===== config.mk =====
export PLATFORM = sky130hd
export DESIGN_NAME = servo_bus_packet_deframer
export DESIGN_NICKNAME = d
export VERILOG_FILES = /design/src/sv/sbpd_pkg.sv /design/src/sv/sbpd_ctrl.sv /design/src/sv/sbpd_datapath.sv /design/src/sv/servo_bus_packet_deframer.sv
export VERILOG_INCLUDE_DIRS = /design/src /design/src/sv
export SDC_FILE = /design/constraint.sdc
export NUM_CORES = 1
export LEC_CHECK = 0
export BUFFER_PORTS_ARGS = -buffer_cell sky130_fd_sc_hd__buf_2
export CORE_MARGIN = 2
export CORE_UTILIZATION = 31
export CTS_CLUSTER_SIZE = 20
export DETAILED_ROUTE_END_ITERATION = 7
export MAX_ROUTING_LAYER = met4
export SYNTH_ARGS = -nofsm -noshare
export SYNTH_HDL_FRONTEND = slang
export SYNTH_SLANG_ARGS = --single-unit

===== constraint.sdc =====
create_clock -name aclk -period 5.8 [get_ports aclk]
set_input_delay 1.16 -clock aclk [delete_from_list [all_inputs] [get_ports aclk]]
set_output_delay 1.16 -clock aclk [all_outputs]
set_load 0.005 [all_outputs]

===== src/sv/servo_bus_packet_deframer_macros.svh =====
// assertion macros shared by the deframer modules
`ifndef SERVO_BUS_PACKET_DEFRAMER_MACROS_SVH
`define SERVO_BUS_PACKET_DEFRAMER_MACROS_SVH

// same-cycle implication, checked out of reset
`define SBPD_ASSERT_IMPL(label, ante, cons) \
    label: assert property (@(posedge aclk) disable iff (!aresetn) (ante) |-> (cons)) \
        else $error("sbpd assertion failed");

// next-cycle implication, checked out of reset
`define SBPD_ASSERT_NEXT(label, ante, cons) \
    label: assert property (@(posedge aclk) disable iff (!aresetn) (ante) |=> (cons)) \
        else $error("sbpd assertion failed");

`endif


===== src/sv/sbpd_pkg.sv =====
// types, codes and constants of the servo bus packet deframer
package sbpd_pkg;

    // largest accepted length byte
    localparam int MAX_LENGTH  = 64;
    localparam int STORE_DEPTH = MAX_LENGTH - 2;
    localparam int ADDR_W      = (STORE_DEPTH > 1) ? $clog2(STORE_DEPTH) : 1;
    localparam int LEN_W       = $clog2(MAX_LENGTH + 1);

    localparam logic [15:0] TIMEOUT_RESET = 16'd4000;
    localparam logic [7:0]  SYNC_BYTE     = 8'hFF;

    // input commands
    localparam logic [1:0] CMD_BYTE = 2'd0;
    localparam logic [1:0] CMD_TICK = 2'd1;
    localparam logic [1:0] CMD_ARM  = 2'd2;

    // result status codes
    localparam logic [1:0] STAT_OK      = 2'd0;
    localparam logic [1:0] STAT_TIMEOUT = 2'd1;
    localparam logic [1:0] STAT_BADLEN  = 2'd2;
    localparam logic [1:0] STAT_BADSUM  = 2'd3;

    typedef struct packed {
        logic [1:0] cmd;
        logic [7:0] rx_byte;
        logic [5:0] data_limit;
    } in_item_t;

    typedef struct packed {
        logic [1:0] status;
        logic [7:0] sender_id;
        logic [7:0] error_flags;
        logic [7:0] data_byte;
        logic       data_valid;
        logic [5:0] data_count;
        logic       last;
    } out_item_t;

    typedef enum logic [2:0] {
        PH_IDLE,
        PH_HUNT,
        PH_ID,
        PH_LEN,
        PH_PAYLOAD,
        PH_READ,
        PH_PUSH
    } phase_t;

    // controller to datapath
    typedef struct packed {
        logic       arm;
        logic       tick_inc;
        logic       hunt;
        logic       take_id;
        logic       take_len;
        logic       take_pay;
        logic       emit_init;
        logic       mem_read;
        logic       emit_next;
        logic       load_fail;
        logic       load_empty;
        logic       load_data;
        logic [1:0] fail_code;
    } dp_cmd_t;

    // datapath to controller
    typedef struct packed {
        logic hdr_done;
        logic len_bad;
        logic pay_last;
        logic sum_ok;
        logic time_up;
        logic emit_empty;
        logic emit_last;
        logic out_free;
    } dp_status_t;

endpackage


===== src/sv/sbpd_ctrl.sv =====
// control state machine of the servo bus packet deframer
`include "servo_bus_packet_deframer_macros.svh"

module sbpd_ctrl (
    input  logic                  aclk,
    input  logic                  aresetn,
    input  logic                  s_valid,
    input  sbpd_pkg::in_item_t    s_item,
    output logic                  s_ready,
    input  sbpd_pkg::dp_status_t  dp_st,
    output sbpd_pkg::dp_cmd_t     dp_cmd
);

    sbpd_pkg::phase_t state_reg, state_next;

    logic active;
    logic take;
    logic take_arm;
    logic take_tick;
    logic take_byte;
    logic expire;
    logic in_read;
    logic in_push;
    logic push_last;

    // item decode
    always_comb begin
        active    = (state_reg == sbpd_pkg::PH_HUNT) || (state_reg == sbpd_pkg::PH_ID) ||
                    (state_reg == sbpd_pkg::PH_LEN) || (state_reg == sbpd_pkg::PH_PAYLOAD);
        s_ready   = (active || (state_reg == sbpd_pkg::PH_IDLE)) && dp_st.out_free;
        take      = s_valid && s_ready;
        take_arm  = take && (s_item.cmd == sbpd_pkg::CMD_ARM);
        take_tick = take && active && (s_item.cmd == sbpd_pkg::CMD_TICK);
        take_byte = take && (s_item.cmd == sbpd_pkg::CMD_BYTE);
        expire    = take_tick && dp_st.time_up;
        in_read   = (state_reg == sbpd_pkg::PH_READ);
        in_push   = (state_reg == sbpd_pkg::PH_PUSH);
        push_last = in_push && dp_st.out_free && dp_st.emit_last;
    end

    // state register
    always_ff @(posedge aclk) begin
        if (!aresetn) begin
            state_reg <= sbpd_pkg::PH_IDLE;
        end else begin
            state_reg <= state_next;
        end
    end

    // next state
    always_comb begin
        state_next = state_reg;
        unique case (state_reg)
            sbpd_pkg::PH_IDLE: begin
                if (take_arm) state_next = sbpd_pkg::PH_HUNT;
            end
            sbpd_pkg::PH_HUNT: begin
                if (take_arm) state_next = sbpd_pkg::PH_HUNT;
                else if (expire) state_next = sbpd_pkg::PH_IDLE;
                else if (take_byte && dp_st.hdr_done) state_next = sbpd_pkg::PH_ID;
            end
            sbpd_pkg::PH_ID: begin
                if (take_arm) state_next = sbpd_pkg::PH_HUNT;
                else if (expire) state_next = sbpd_pkg::PH_IDLE;
                else if (take_byte) state_next = sbpd_pkg::PH_LEN;
            end
            sbpd_pkg::PH_LEN: begin
                if (take_arm) state_next = sbpd_pkg::PH_HUNT;
                else if (expire) state_next = sbpd_pkg::PH_IDLE;
                else if (take_byte) begin
                    state_next = dp_st.len_bad ? sbpd_pkg::PH_IDLE : sbpd_pkg::PH_PAYLOAD;
                end
            end
            sbpd_pkg::PH_PAYLOAD: begin
                if (take_arm) state_next = sbpd_pkg::PH_HUNT;
                else if (expire) state_next = sbpd_pkg::PH_IDLE;
                else if (take_byte && dp_st.pay_last) begin
                    if (!dp_st.sum_ok || dp_st.emit_empty) state_next = sbpd_pkg::PH_IDLE;
                    else state_next = sbpd_pkg::PH_READ;
                end
            end
            sbpd_pkg::PH_READ: begin
                state_next = sbpd_pkg::PH_PUSH;
            end
            sbpd_pkg::PH_PUSH: begin
                if (dp_st.out_free) begin
                    state_next = dp_st.emit_last ? sbpd_pkg::PH_IDLE : sbpd_pkg::PH_READ;
                end
            end
            default: state_next = sbpd_pkg::PH_IDLE;
        endcase
    end

    // datapath commands
    always_comb begin
        dp_cmd          = '0;
        dp_cmd.arm      = take_arm;
        dp_cmd.tick_inc = take_tick && !dp_st.time_up;
        if (expire) begin
            dp_cmd.load_fail = 1'b1;
            dp_cmd.fail_code = sbpd_pkg::STAT_TIMEOUT;
        end
        unique case (state_reg)
            sbpd_pkg::PH_HUNT: begin
                dp_cmd.hunt = take_byte;
            end
            sbpd_pkg::PH_ID: begin
                dp_cmd.take_id = take_byte;
            end
            sbpd_pkg::PH_LEN: begin
                if (take_byte) begin
                    if (dp_st.len_bad) begin
                        dp_cmd.load_fail = 1'b1;
                        dp_cmd.fail_code = sbpd_pkg::STAT_BADLEN;
                    end else begin
                        dp_cmd.take_len = 1'b1;
                    end
                end
            end
            sbpd_pkg::PH_PAYLOAD: begin
                if (take_byte) begin
                    if (!dp_st.pay_last) begin
                        dp_cmd.take_pay = 1'b1;
                    end else if (!dp_st.sum_ok) begin
                        dp_cmd.load_fail = 1'b1;
                        dp_cmd.fail_code = sbpd_pkg::STAT_BADSUM;
                    end else begin
                        dp_cmd.emit_init  = 1'b1;
                        dp_cmd.load_empty = dp_st.emit_empty;
                    end
                end
            end
            sbpd_pkg::PH_READ: begin
                dp_cmd.mem_read = 1'b1;
            end
            sbpd_pkg::PH_PUSH: begin
                dp_cmd.load_data = dp_st.out_free;
                dp_cmd.emit_next = dp_st.out_free && !dp_st.emit_last;
            end
            default: begin
                dp_cmd.hunt = 1'b0;
            end
        endcase
    end

    // checks
    `SBPD_ASSERT_NEXT(a_read_then_push, in_read, in_push)
    `SBPD_ASSERT_IMPL(a_no_item_in_burst, in_read || in_push, !s_ready)
    `SBPD_ASSERT_NEXT(a_last_push_idles, push_last, state_reg == sbpd_pkg::PH_IDLE)

endmodule


===== src/sv/sbpd_datapath.sv =====
// registers, payload memory, checksum and result register of the deframer
`include "servo_bus_packet_deframer_macros.svh"

module sbpd_datapath (
    input  logic                  aclk,
    input  logic                  aresetn,
    input  logic                  cfg_wr_en,
    input  logic [15:0]           cfg_wr_data,
    input  sbpd_pkg::in_item_t    s_item,
    input  sbpd_pkg::dp_cmd_t     dp_cmd,
    output sbpd_pkg::dp_status_t  dp_status,
    output logic                  m_valid,
    input  logic                  m_ready,
    output sbpd_pkg::out_item_t   m_item
);

    logic [15:0]                  timeout_reg;
    logic [15:0]                  elapsed_reg;
    logic                         hdr_seen_reg;
    logic [7:0]                   id_reg;
    logic [sbpd_pkg::LEN_W-1:0]   len_reg;
    logic [sbpd_pkg::LEN_W-1:0]   idx_reg;
    logic [7:0]                   sum_reg;
    logic [7:0]                   err_reg;
    logic [5:0]                   limit_reg;
    logic [5:0]                   n_reg;
    logic [5:0]                   k_reg;
    logic [7:0]                   rd_reg;
    logic                         m_valid_reg;
    sbpd_pkg::out_item_t          out_reg;
    sbpd_pkg::out_item_t          out_next;

    logic [7:0] store_mem [sbpd_pkg::STORE_DEPTH];

    logic [7:0]                   b;
    logic [sbpd_pkg::LEN_W:0]     idx_inc;
    logic [sbpd_pkg::LEN_W-1:0]   idx_dec;
    logic [7:0]                   avail;
    logic [7:0]                   n_wide;
    logic [5:0]                   n_comb;
    logic [6:0]                   k_inc;
    logic [sbpd_pkg::ADDR_W-1:0]  wr_addr;
    logic [sbpd_pkg::ADDR_W-1:0]  rd_addr;

    // status toward the controller
    always_comb begin
        b       = s_item.rx_byte;
        idx_inc = {1'b0, idx_reg} + 1'b1;
        idx_dec = idx_reg - 1'b1;
        avail   = 8'(len_reg) - 8'd2;
        n_wide  = avail;
        if (n_wide > 8'(limit_reg)) n_wide = 8'(limit_reg);
        if (n_wide > 8'(sbpd_pkg::STORE_DEPTH)) n_wide = 8'(sbpd_pkg::STORE_DEPTH);
        n_comb  = n_wide[5:0];
        k_inc   = {1'b0, k_reg} + 1'b1;
        wr_addr = sbpd_pkg::ADDR_W'(idx_dec);
        rd_addr = sbpd_pkg::ADDR_W'(k_reg);

        dp_status.hdr_done   = (b == sbpd_pkg::SYNC_BYTE) && hdr_seen_reg;
        dp_status.len_bad    = (b < 8'd2) || (b > 8'(sbpd_pkg::MAX_LENGTH));
        dp_status.pay_last   = idx_inc >= {1'b0, len_reg};
        dp_status.sum_ok     = (~sum_reg) == b;
        dp_status.time_up    = elapsed_reg >= timeout_reg;
        dp_status.emit_empty = (n_comb == '0);
        dp_status.emit_last  = (k_inc == {1'b0, n_reg});
        dp_status.out_free   = !m_valid_reg || m_ready;
    end

    // receive registers
    always_ff @(posedge aclk) begin
        if (!aresetn) begin
            timeout_reg  <= sbpd_pkg::TIMEOUT_RESET;
            elapsed_reg  <= '0;
            hdr_seen_reg <= 1'b0;
            id_reg       <= '0;
            len_reg      <= '0;
            idx_reg      <= '0;
            sum_reg      <= '0;
            err_reg      <= '0;
            limit_reg    <= '0;
        end else begin
            if (cfg_wr_en) timeout_reg <= cfg_wr_data;
            if (dp_cmd.arm) begin
                limit_reg    <= s_item.data_limit;
                elapsed_reg  <= '0;
                hdr_seen_reg <= 1'b0;
                idx_reg      <= '0;
                sum_reg      <= '0;
            end
            if (dp_cmd.tick_inc) elapsed_reg <= elapsed_reg + 16'd1;
            if (dp_cmd.hunt) begin
                hdr_seen_reg <= (b == sbpd_pkg::SYNC_BYTE) && !hdr_seen_reg;
            end
            if (dp_cmd.take_id) id_reg <= b;
            if (dp_cmd.take_len) begin
                len_reg <= sbpd_pkg::LEN_W'(b);
                idx_reg <= '0;
                sum_reg <= id_reg + b;
            end
            if (dp_cmd.take_pay) begin
                if (idx_reg == '0) err_reg <= b;
                sum_reg <= sum_reg + b;
                idx_reg <= idx_inc[sbpd_pkg::LEN_W-1:0];
            end
        end
    end

    // payload memory, one write and one registered read port
    always_ff @(posedge aclk) begin
        if (dp_cmd.take_pay && (idx_reg != '0)) store_mem[wr_addr] <= b;
        if (dp_cmd.mem_read) rd_reg <= store_mem[rd_addr];
    end

    // burst counters
    always_ff @(posedge aclk) begin
        if (dp_cmd.emit_init) begin
            n_reg <= n_comb;
            k_reg <= '0;
        end else if (dp_cmd.emit_next) begin
            k_reg <= k_inc[5:0];
        end
    end

    // result item contents
    always_comb begin
        out_next = out_reg;
        if (dp_cmd.load_fail) begin
            out_next        = '0;
            out_next.status = dp_cmd.fail_code;
            out_next.last   = 1'b1;
        end else if (dp_cmd.load_empty) begin
            out_next             = '0;
            out_next.status      = sbpd_pkg::STAT_OK;
            out_next.sender_id   = id_reg;
            out_next.error_flags = err_reg;
            out_next.last        = 1'b1;
        end else if (dp_cmd.load_data) begin
            out_next.status      = sbpd_pkg::STAT_OK;
            out_next.sender_id   = id_reg;
            out_next.error_flags = err_reg;
            out_next.data_byte   = rd_reg;
            out_next.data_valid  = 1'b1;
            out_next.data_count  = n_reg;
            out_next.last        = dp_status.emit_last;
        end
    end

    // output register
    always_ff @(posedge aclk) begin
        out_reg <= out_next;
        if (!aresetn) begin
            m_valid_reg <= 1'b0;
        end else if (dp_cmd.load_fail || dp_cmd.load_empty || dp_cmd.load_data) begin
            m_valid_reg <= 1'b1;
        end else if (m_ready) begin
            m_valid_reg <= 1'b0;
        end
    end

    assign m_valid = m_valid_reg;
    assign m_item  = out_reg;

    // checks
    `SBPD_ASSERT_NEXT(a_burst_count_nonzero, dp_cmd.emit_init && !dp_status.emit_empty, n_reg != '0)
    `SBPD_ASSERT_IMPL(a_read_in_range, dp_cmd.mem_read, k_reg < n_reg)
    `SBPD_ASSERT_NEXT(a_result_held, m_valid_reg && !m_ready, m_valid_reg && $stable(out_reg))

endmodule


===== src/sv/servo_bus_packet_deframer.sv =====
// top level of the servo bus status packet deframer
//
//   channel  direction  handshake          payload
//   cfg      in         cfg_wr_en          cfg_wr_data (timeout_ticks)
//   s        in         s_valid / s_ready  s_item (cmd, rx_byte, data_limit)
//   m        out        m_valid / m_ready  m_item (status .. last)
//
// items: one per cycle, but none is taken while a result is unread or during a data burst
// checksum of a good packet with data to send: input held until its last data result loads
// each data result: a payload memory read (PH_READ), then an output register load (PH_PUSH)
// failure or empty success: one result, loaded at the accepting edge
// reset: synchronous, active low; the payload memory needs no clearing
// stalls: a held result blocks input and stretches a burst cycle for cycle
module servo_bus_packet_deframer (
    input  logic                 aclk,
    input  logic                 aresetn,
    input  logic                 cfg_wr_en,
    input  logic [15:0]          cfg_wr_data,
    input  logic                 s_valid,
    output logic                 s_ready,
    input  sbpd_pkg::in_item_t   s_item,
    output logic                 m_valid,
    input  logic                 m_ready,
    output sbpd_pkg::out_item_t  m_item
);

    sbpd_pkg::dp_cmd_t    dp_cmd;
    sbpd_pkg::dp_status_t dp_status;

    // sequencing
    sbpd_ctrl u_ctrl (
        .aclk    (aclk),
        .aresetn (aresetn),
        .s_valid (s_valid),
        .s_item  (s_item),
        .s_ready (s_ready),
        .dp_st   (dp_status),
        .dp_cmd  (dp_cmd)
    );

    // storage and arithmetic
    sbpd_datapath u_datapath (
        .aclk        (aclk),
        .aresetn     (aresetn),
        .cfg_wr_en   (cfg_wr_en),
        .cfg_wr_data (cfg_wr_data),
        .s_item      (s_item),
        .dp_cmd      (dp_cmd),
        .dp_status   (dp_status),
        .m_valid     (m_valid),
        .m_ready     (m_ready),
        .m_item      (m_item)
    );

endmodule

## After elaboration in Yosys (flattened, before gate mapping)

Memory sizes are Yosys's and may differ from the RTL's. A register that Yosys moved wholly into a read port is not among the register bits.
Index checks and enable logic that the tools add are counted.

- Add/sub/neg operators: 7
- $lt $le $gt $ge: 6
- Eq/ne operators: 17
- Muxes and demuxes: 66
- Bitwise gates (word level): 1
- Reductions and logical operators: 42

Operator list:

| kind | number |
|---|---|
| $mux 34 | 3 |
| $mux 3 | 17 |
| $mux 16 | 2 |
| $mux 8 | 4 |
| $mux 1 | 24 |
| $mux 7 | 3 |
| $pmux 3 s7 | 1 |
| $mux 2 | 9 |
| $add 16x1->16 const B | 1 |
| $add 8x8->8 | 2 |
| $ge 16x16->1 | 1 |
| $logic_and 1x1->1 | 14 |
| $eq 3x3->1 const B | 3 |
| $logic_or 1x1->1 | 9 |
| $add 7x1->8 const B | 1 |
| $eq 8x8->1 | 1 |
| $eq 8x8->1 const B | 1 |
| $ge 8x7->1 | 1 |
| $gt 8x6->1 | 1 |
| $gt 8x6->1 const B | 1 |
| $gt 8x7->1 const B | 1 |
| $lt 8x2->1 const B | 1 |
| $ne 4x1->1 const B | 2 |
| $ne 4x2->1 const B | 2 |
| 24 further kinds | 34 |

- Bits in registers: 127
- RAM bits: 496
- Bits of input ports: 37
- Logic and storage cells: 160
- Memories kept: 1

Memory list:

| name | words | width | rd ports | clocked after memory_dff | wr ports | line | text |
|---|---|---|---|---|---|---|---|
| u_datapath.store_mem | 62 | 8 | 1 | 1 | 1 | sbpd_datapath.sv:33 | `logic [7:0] store_mem [sbpd_pkg::STORE_DEPTH];` |

## Longest topological paths before layout

Gate-level depths: netlist of the first run.

- Depth in word-level cells: 18
- Depth in mapped cells: 14

## By module

Synthesis of the first run repeated with hierarchy kept, for this count alone.

- Cells, all modules: 1,707
- Area total of the unflattened synthesis: 26,539.2 um^2

By module, submodules not included:

| module | instances | cells an instance | area an instance (um^2) | sequential area each (um^2) |
|---|---|---|---|---|
| sbpd_datapath | 1 | 1,626 | 25,981.2 | 17,697.0 |
| sbpd_ctrl | 1 | 81 | 558.0 | 60.1 |

## Worst setup path after synthesis of the first run

Ideal clock, no wire load.

- Path kind: register -> register
- Start: register u_datapath.idx_reg[5] (netlist bit)
- End: memory u_datapath.store_mem[41][0], enable pin
- Library setup time: 370 ps
- Arrival: 3,082 ps
- Required time: 5,430 ps
- Slack: 2,347 ps
- Stages on the path, launching flop included: 13
- Path buffers: 2
- Path through: dfxtp_1 -> clkbuf_1 -> clkbuf_1 -> nand4_1 -> xnor2_1 -> ha_1 -> and4_1 -> o21ai_0 -> o221ai_1 -> nor3_1 -> and3_1 -> nand3_1 -> nor2_1

- Cells in the longest elaborated chain, start to end: 8
- Elaborated cells on any way between the ends: 10
- Those cells by class: add/sub: 2; order compare: 1; mux: 5; reduce/logical: 2

RTL lines:

| what | line | text |
|---|---|---|
| start, declared | sbpd_datapath.sv:22 | `logic [sbpd_pkg::LEN_W-1:0] idx_reg;` |
| start signal, assigned | sbpd_datapath.sv:103 | `idx_reg <= idx_inc[sbpd_pkg::LEN_W-1:0];` |
| $add 7x1->8 | sbpd_datapath.sv:48 | `idx_inc = {1'b0, idx_reg} + 1'b1;` |
| $ge 8x7->1 | sbpd_datapath.sv:61 | `dp_status.pay_last = idx_inc >= {1'b0, len_reg};` |
| $mux 1 | sbpd_ctrl.sv:122 | `if (!dp_st.pay_last) begin` |
| $mux 2 | sbpd_ctrl.sv:121 | `if (take_byte) begin` |
| $mux 2 | sbpd_ctrl.sv:103 | `unique case (state_reg)` |
| $logic_and 1x1->1 | sbpd_datapath.sv:110 | `if (dp_cmd.take_pay && (idx_reg != '0)) store_mem[wr_addr] <= b;` |
| $mux 1 | sbpd_datapath.sv:110 |  |
| $mux 1 (implied by the code) | sbpd_datapath.sv:110 |  |
| end, declared | sbpd_datapath.sv:33 |  |

Several ways; a longest one is shown, not always the timed one.

## Worst setup path in the final report of the first run

- Start: register u_datapath.idx_reg[0] (netlist bit)
- End: memory u_datapath.store_mem[13][5], enable pin

The elaborated chain is that of the path after synthesis.

==> flow_metrics.tcl, run 1 <==
set metrics [dict create \
    die_area_um2 88150 \
    synth_seq_area_share_pct 66.77 \
    cts_resized 0 \
    port_buffers 72 \
    critPathArrivalTime_ns 5.03 \
    cp-end-kind "register" \
    yosys.area.top_type "edfxtp_1" \
    final_nets 1842 \
    avgSynthCellArea_um2 15.87 \
    hold-path-endpoint "u_datapath.m_item[29]" \
    cts_sinks 631 \
    setup_tns_ns 0 \
    ir_drop_v 0.0002605 \
    synth_area_leaders "edfxtp_1 58%, mux4_2 14%, dfxtp_1 9.0%, nor2_1 2.3%, ha_1 2.3%" \
    synth_fa_ha_area_share_pct 2.409 \
    synth_simple_gate_area_share_pct 7.071 \
    finalPower_mw 9.289 \
    worstPathRequired_ns 6.04 \
    avgRoutedWirePerCell_um 22.66 \
    yosysWarningCount 0 \
    rsz0062_at_grt "no" \
    cts_tree "built" \
    synth_cell_types 68 \
    overflow 0 \
    power_density_nw_per_um2 305.1 \
    relSlewSlack_pct 36.34 \
    synth_seq_cells 631 \
    rows 107 \
    worst_slew_pin_slew_ns 0.9523 \
    grt_usage_pct 15.47 \
    status "complete, no violations" \
    synth_top_area_share_pct 57.81 \
    synth_compound_area_share_pct 4.385 \
    grt_pass1_vias 14840 \
    period_needed_ns 4.794 \
    num_vias 14960 \
    antenna_found_initial 6 \
    cp_max_fo 12 \
    drtAntennaViolNets 0 \
    leakagePower_nw 10.05 \
    timing.reg2reg.worst_path_depth 11 \
    cts_buffer_depth 3 \
    worstReg2RegStart "u_datapath.idx_reg[0]" \
    finalHoldViolCount 0 \
    die_x_um 296.9 \
    hold_path_depth 2 \
    root_buffer "clkbuf_16" \
    synthMuxAreaShare_pct 15.99 \
    reg2reg_slack_ns 1.01 \
    cts_max_level 2 \
    hpwlAfterDp_um 44050 \
    grt_max_degree 67 \
    cp-start-kind "register" \
    path_class "register to register" \
    synth_top_family_by_area "multiplexers" \
    ys_async_sr_fraction_pct 0 \
    syn-num-nets 1763 \
    die_height_um 296.9 \
    max_freq_mhz 208.6 \
    syn_to_final_growth_pct 14.47 \
    post-cts-setup-buffer-count 0 \
    mostFrequentLayoutCell "edfxtp_1" \
    final_cell_mix "512 x edfxtp_1, 162 x nor2_1, 160 x mux4_2" \
    rr_endpoint "u_datapath.store_mem[13][5]" \
    hold_path.class "register to register" \
    cts_buffers 60 \
    coreArea_um2 85150 \
    io_pins 73 \
    gp_congestion 0.8454 \
    syn_area_um2 26600 \
    start_util_pct 31.23 \
    setup_violations 0 \
    slew_viol_final 0 \
    finalCritPeriodShare_pct 82.65 \
    drive_above_1_share_pct 21.91 \
    skew_ns 0.07451 \
    synth_edf_count 512 \
    first_pass_iters 5 \
    hold_buffers 0 \
    drtIter0Drc 1420 \
    hp-start "u_datapath.id_reg[5]" \
    synth-xor-area-share_pct 1.087 \
    largest_reg_flops 496 \
    ys.flop_type "edfxtp_1" \
    regMostFlops "u_datapath.store_mem" \
    grt_pass1_wl_um 99850 \
    clk_latency_ns 0.68 \
    routed_wl_um 66950 \
    clk_pin_slew_ns 0.07 \
    netlist_instances 1676 \
    cap_violations 0 \
    avgViaCountPerCell 5.063 \
    route.detailed.drc 0 \
]
area by class of cell:
type | count | area, µm²
Multi-Input combinational cell | 899 | 8238
Tap cell | 1144 | 1431
Fill cell | 8025 | 54700
Clock buffer | 64 | 1516
Clock inverter | 50 | 631.9
Sequential cell | 631 | 17770
Antenna cell | 4 | 10.01
Inverter | 62 | 232.7
Timing Repair Buffer | 101 | 615.6
critical path: stages (launching register included):
cell      delay, ns
dfxtp_1        0.54
ha_1           0.32
nand3_1        0.12
xnor2_1        0.30
ha_1           0.31
a21o_1         0.16
a21oi_1        0.14
o221ai_1       0.28
nor3_1         0.41
and3_1         0.30
nand3_1        0.72
nor2_1         0.84
Yosys cell counts (all sizes together), types with 8 or more instances:
master	number
mux2	15
buf	33
nor2b	13
nand2	108
xor2	10
clkbuf	51
o21ai	45
mux4	160
ha	48
xnor2	23
and2	10
dfxtp	119
nor2	163
nand3	25
nand4	8
edfxtp	512
nor4	10
nand2b	9
inv	62
and3	13
nor3	18
a21oi	69
mux2i	48
stage by stage:
stage / setup WS, ns / util (%) / std cells / cell area [µm²] / hold slack, ns
CTS: 1.127 / 35.74 / 2951 / 30430 / 0.4317
floorplan: 2.347 / - / 1676 / 26600 / 0.4277
detailed placement: 1.127 / 33.22 / 2837 / 28280 / 0.4480
finish: 1.006 / 35.75 / 2955 / 30440 / 0.4274
global route: 0.6748 / 35.75 / 2953 / 30440 / 0.4536
global placement: 1.176 / 33.22 / 2837 / 28280 / 0.4466
power breakdown:
group | leakage, nW | switching (mW) | internal (mW) | total, mW
clock | 1.02 | 1.78 | 2.41 | 4.19
combinational | 3.46 | 0.148 | 0.0466 | 0.194
sequential | 5.57 | 0.00831 | 4.89 | 4.90
total | 10.1 | 1.94 | 7.35 | 9.29
cell families after synthesis:
family                     after synthesis
muxes                                  223
DFF                                    631
adders and majority gates               50
and+or+nand+nor                        407
xor gates and xnor gates                33
buffers and inverters                  146
AOI/OAI and AO/OA                      186
per-layer routing:
metal,wire [µm],global-route usage [%],vias up,share of wire (%)
met5,0,-,-,0
met4,1606,4.016,0,2.4
met3,4925,3.467,102,7.4
met2,32900,25.12,573,49
met1,27520,19.61,7626,41
li1,-,-,6659,-
how the worst max path moves through the flow:
| stage | start | to | slack, ns | depth (start not counted) |
|---|---|---|---|---|
| 6_report | u_datapath.idx_reg[0] | u_datapath.store_mem[13][5] | 1.01 | 11 |
| 5_1_grt | u_datapath.idx_reg[0] | u_datapath.store_mem[13][5] | 0.67 | 11 |
| 4_1_cts | u_datapath.idx_reg[0] | u_datapath.store_mem[13][5] | 1.13 | 11 |
| 3_5_place_dp | u_datapath.idx_reg[0] | u_datapath.store_mem[36][3] | 1.13 | 11 |
| 3_3_place_gp | u_datapath.idx_reg[4] | u_datapath.store_mem[37][0] | 1.18 | 11 |
| 2_1_floorplan | u_datapath.idx_reg[5] | u_datapath.store_mem[41][0] | 2.35 | 12 |
Power figures use the tool's default switching activity.
==> run 2, diff against run 1 <==
- clock period: 5.8 -> 4 ns (I/O delays scaled with it)
==> flow_metrics.tcl, run 2 (synthesis gave the netlist of run 1 again) <==
set metrics [dict create \
    avgViaCountPerCell 5.027 \
    first_pass_iters 5 \
    critPathArrivalTime_ns 4.02 \
    grt_max_degree 64 \
    power_density_nw_per_um2 438.2 \
    finalCritPeriodShare_pct 92.70 \
    regMostFlops "u_datapath.store_mem" \
    die_x_um 296.9 \
    hold_path_depth 3 \
    period_needed_ns 3.708 \
    port_buffers 72 \
    num_vias 15280 \
    hold_path.class "primary input to register" \
    fillers 7983 \
    drive_above_1_share_pct 25.38 \
    setup_violations 0 \
    route.detailed.drc 0 \
    cap_violations 0 \
    final_nets 1934 \
    final_area_um2 31150 \
    instances_no_fill 3040 \
    root_buffer "clkbuf_16" \
    timing.reg2reg.worst_path_depth 13 \
    skew_ns 0.02442 \
    pre_cts_ws_ns 0.08070 \
    die_area_um2 88150 \
    status "complete, no violations" \
    rows 107 \
    setup_tns_ns 0 \
    hpwlAfterDp_um 44910 \
    largest_reg_flops 496 \
    ir_drop_v 0.0002396 \
    grt_usage_pct 15.55 \
    finalHoldViolCount 0 \
    worstPathRequired_ns 4.31 \
    cts_tree "built" \
    antenna_found_initial 4 \
    cp-end-kind "register" \
    max_freq_mhz 269.7 \
    hold_buffers 0 \
    start_util_pct 31.23 \
    dpl.cell_count 2923 \
    routed_wl_um 67200 \
    hp-start "cfg_wr_data[5]" \
    startpoint "u_datapath.idx_reg[1]" \
    relSlewSlack_pct 33.74 \
    coreArea_um2 85150 \
    grt_pass1_vias 15390 \
    path_class "register to register" \
    clk_latency_ns 0.61 \
    cts_sinks 631 \
    grt_pass1_wl_um 100600 \
    avgRoutedWirePerCell_um 22.11 \
    rsz0062_at_grt "no" \
    slew_viol_final 0 \
    worst_slew_pin_slew_ns 0.9885 \
    cp_max_fo 9 \
    post-cts-setup-buffer-count 0 \
    cts_buffer_depth 3 \
    cts_buffers 66 \
    cts_max_level 3 \
    leakagePower_nw 10.57 \
    die_height_um 296.9 \
    drtIter0Drc 1310 \
    mostFrequentLayoutCell "edfxtp_1" \
    drtAntennaViolNets 0 \
    final_cell_mix "512 x edfxtp_1, 160 x mux4_2, 159 x nor2_1" \
    cp-start-kind "register" \
    io_pins 73 \
    worstReg2RegStart "u_datapath.idx_reg[1]" \
    overflow 0 \
    setup_ws_ns 0.2920 \
    clk_pin_slew_ns 0.06 \
    syn_to_final_growth_pct 17.14 \
    finalPower_mw 13.65 \
    gp_congestion 0.8601 \
    post_dp_cell_area_um2 28930 \
]
[run 2: cell types whose count changed in the layout (fill, tap and decap cells not counted), sizes merged]
| cell | delta |
|---|---|
| clkbuf | +15 |
| bufinv | -3 |
| diode | -3 |
| clkinvlp | -9 |
| inv | -2 |
| clkinv | +1 |
| buf | +86 |
[run 2: cell type report]
type	count	area [µm²]	share of cell area (%)
Sequential cell	631	17770	57.03
Multi-Input combinational cell	899	8245	26.47
Clock buffer	79	1784	5.727
Tap cell	1144	1431	4.595
Timing Repair Buffer	187	1261	4.048
Clock inverter	37	427.9	1.374
Inverter	62	232.7	0.7470
Antenna cell	1	2.502	0.008032
[run 2: what timing repair did]
action	4_1_cts	5_1_grt
endpoints found under the hold margin	0	0
resized for setup	0	4
setup endpoints to repair	0	24
[run 2: final timing paths]
path / to / slack [ns]
hold reg to reg: u_datapath.m_item[16] / 0.45
hold / removal: u_datapath.timeout_reg[5] / 0.44
setup / recovery: u_datapath.store_mem[36][0] / 0.29
setup reg to reg: u_datapath.store_mem[36][0] / 0.29
[run 2: report_power, final]
part	total, mW	leakage [nW]	internal, mW	switching, mW
clock network	6.26	1.08	3.71	2.55
registers	7.11	5.58	7.10	0.0117
logic	0.284	3.91	0.0708	0.214
[run 2: critical path, stage by stage, from the launching register on]
cell and delay [ns]:
dfxtp_1 0.47, ha_1 0.31, nand3_1 0.12, xnor2_1 0.22, ha_1 0.29, a21o_1 0.16, a21oi_1 0.18, o221ai_1 0.16
nor3_1 0.35, and3_1 0.29, nand3_1 0.23, buf_4 0.24, nor2_1 0.18, buf_4 0.21
[run 2: metal layers]
metal	global-route usage (%)	wire (µm)
met1	19.80	27970
met2	25.67	33390
met3	2.677	4269
met4	4.257	1576
met5	-	0
[run 2: metrics by stage]
stage / util (%) / hold slack [ns]
global route: 36.59 / 0.4372
finish: 36.59 / 0.4385
CTS: 36.58 / 0.4144
floorplan: - / 0.4277
global placement: 33.98 / 0.4442
detailed placement: 33.98 / 0.4484
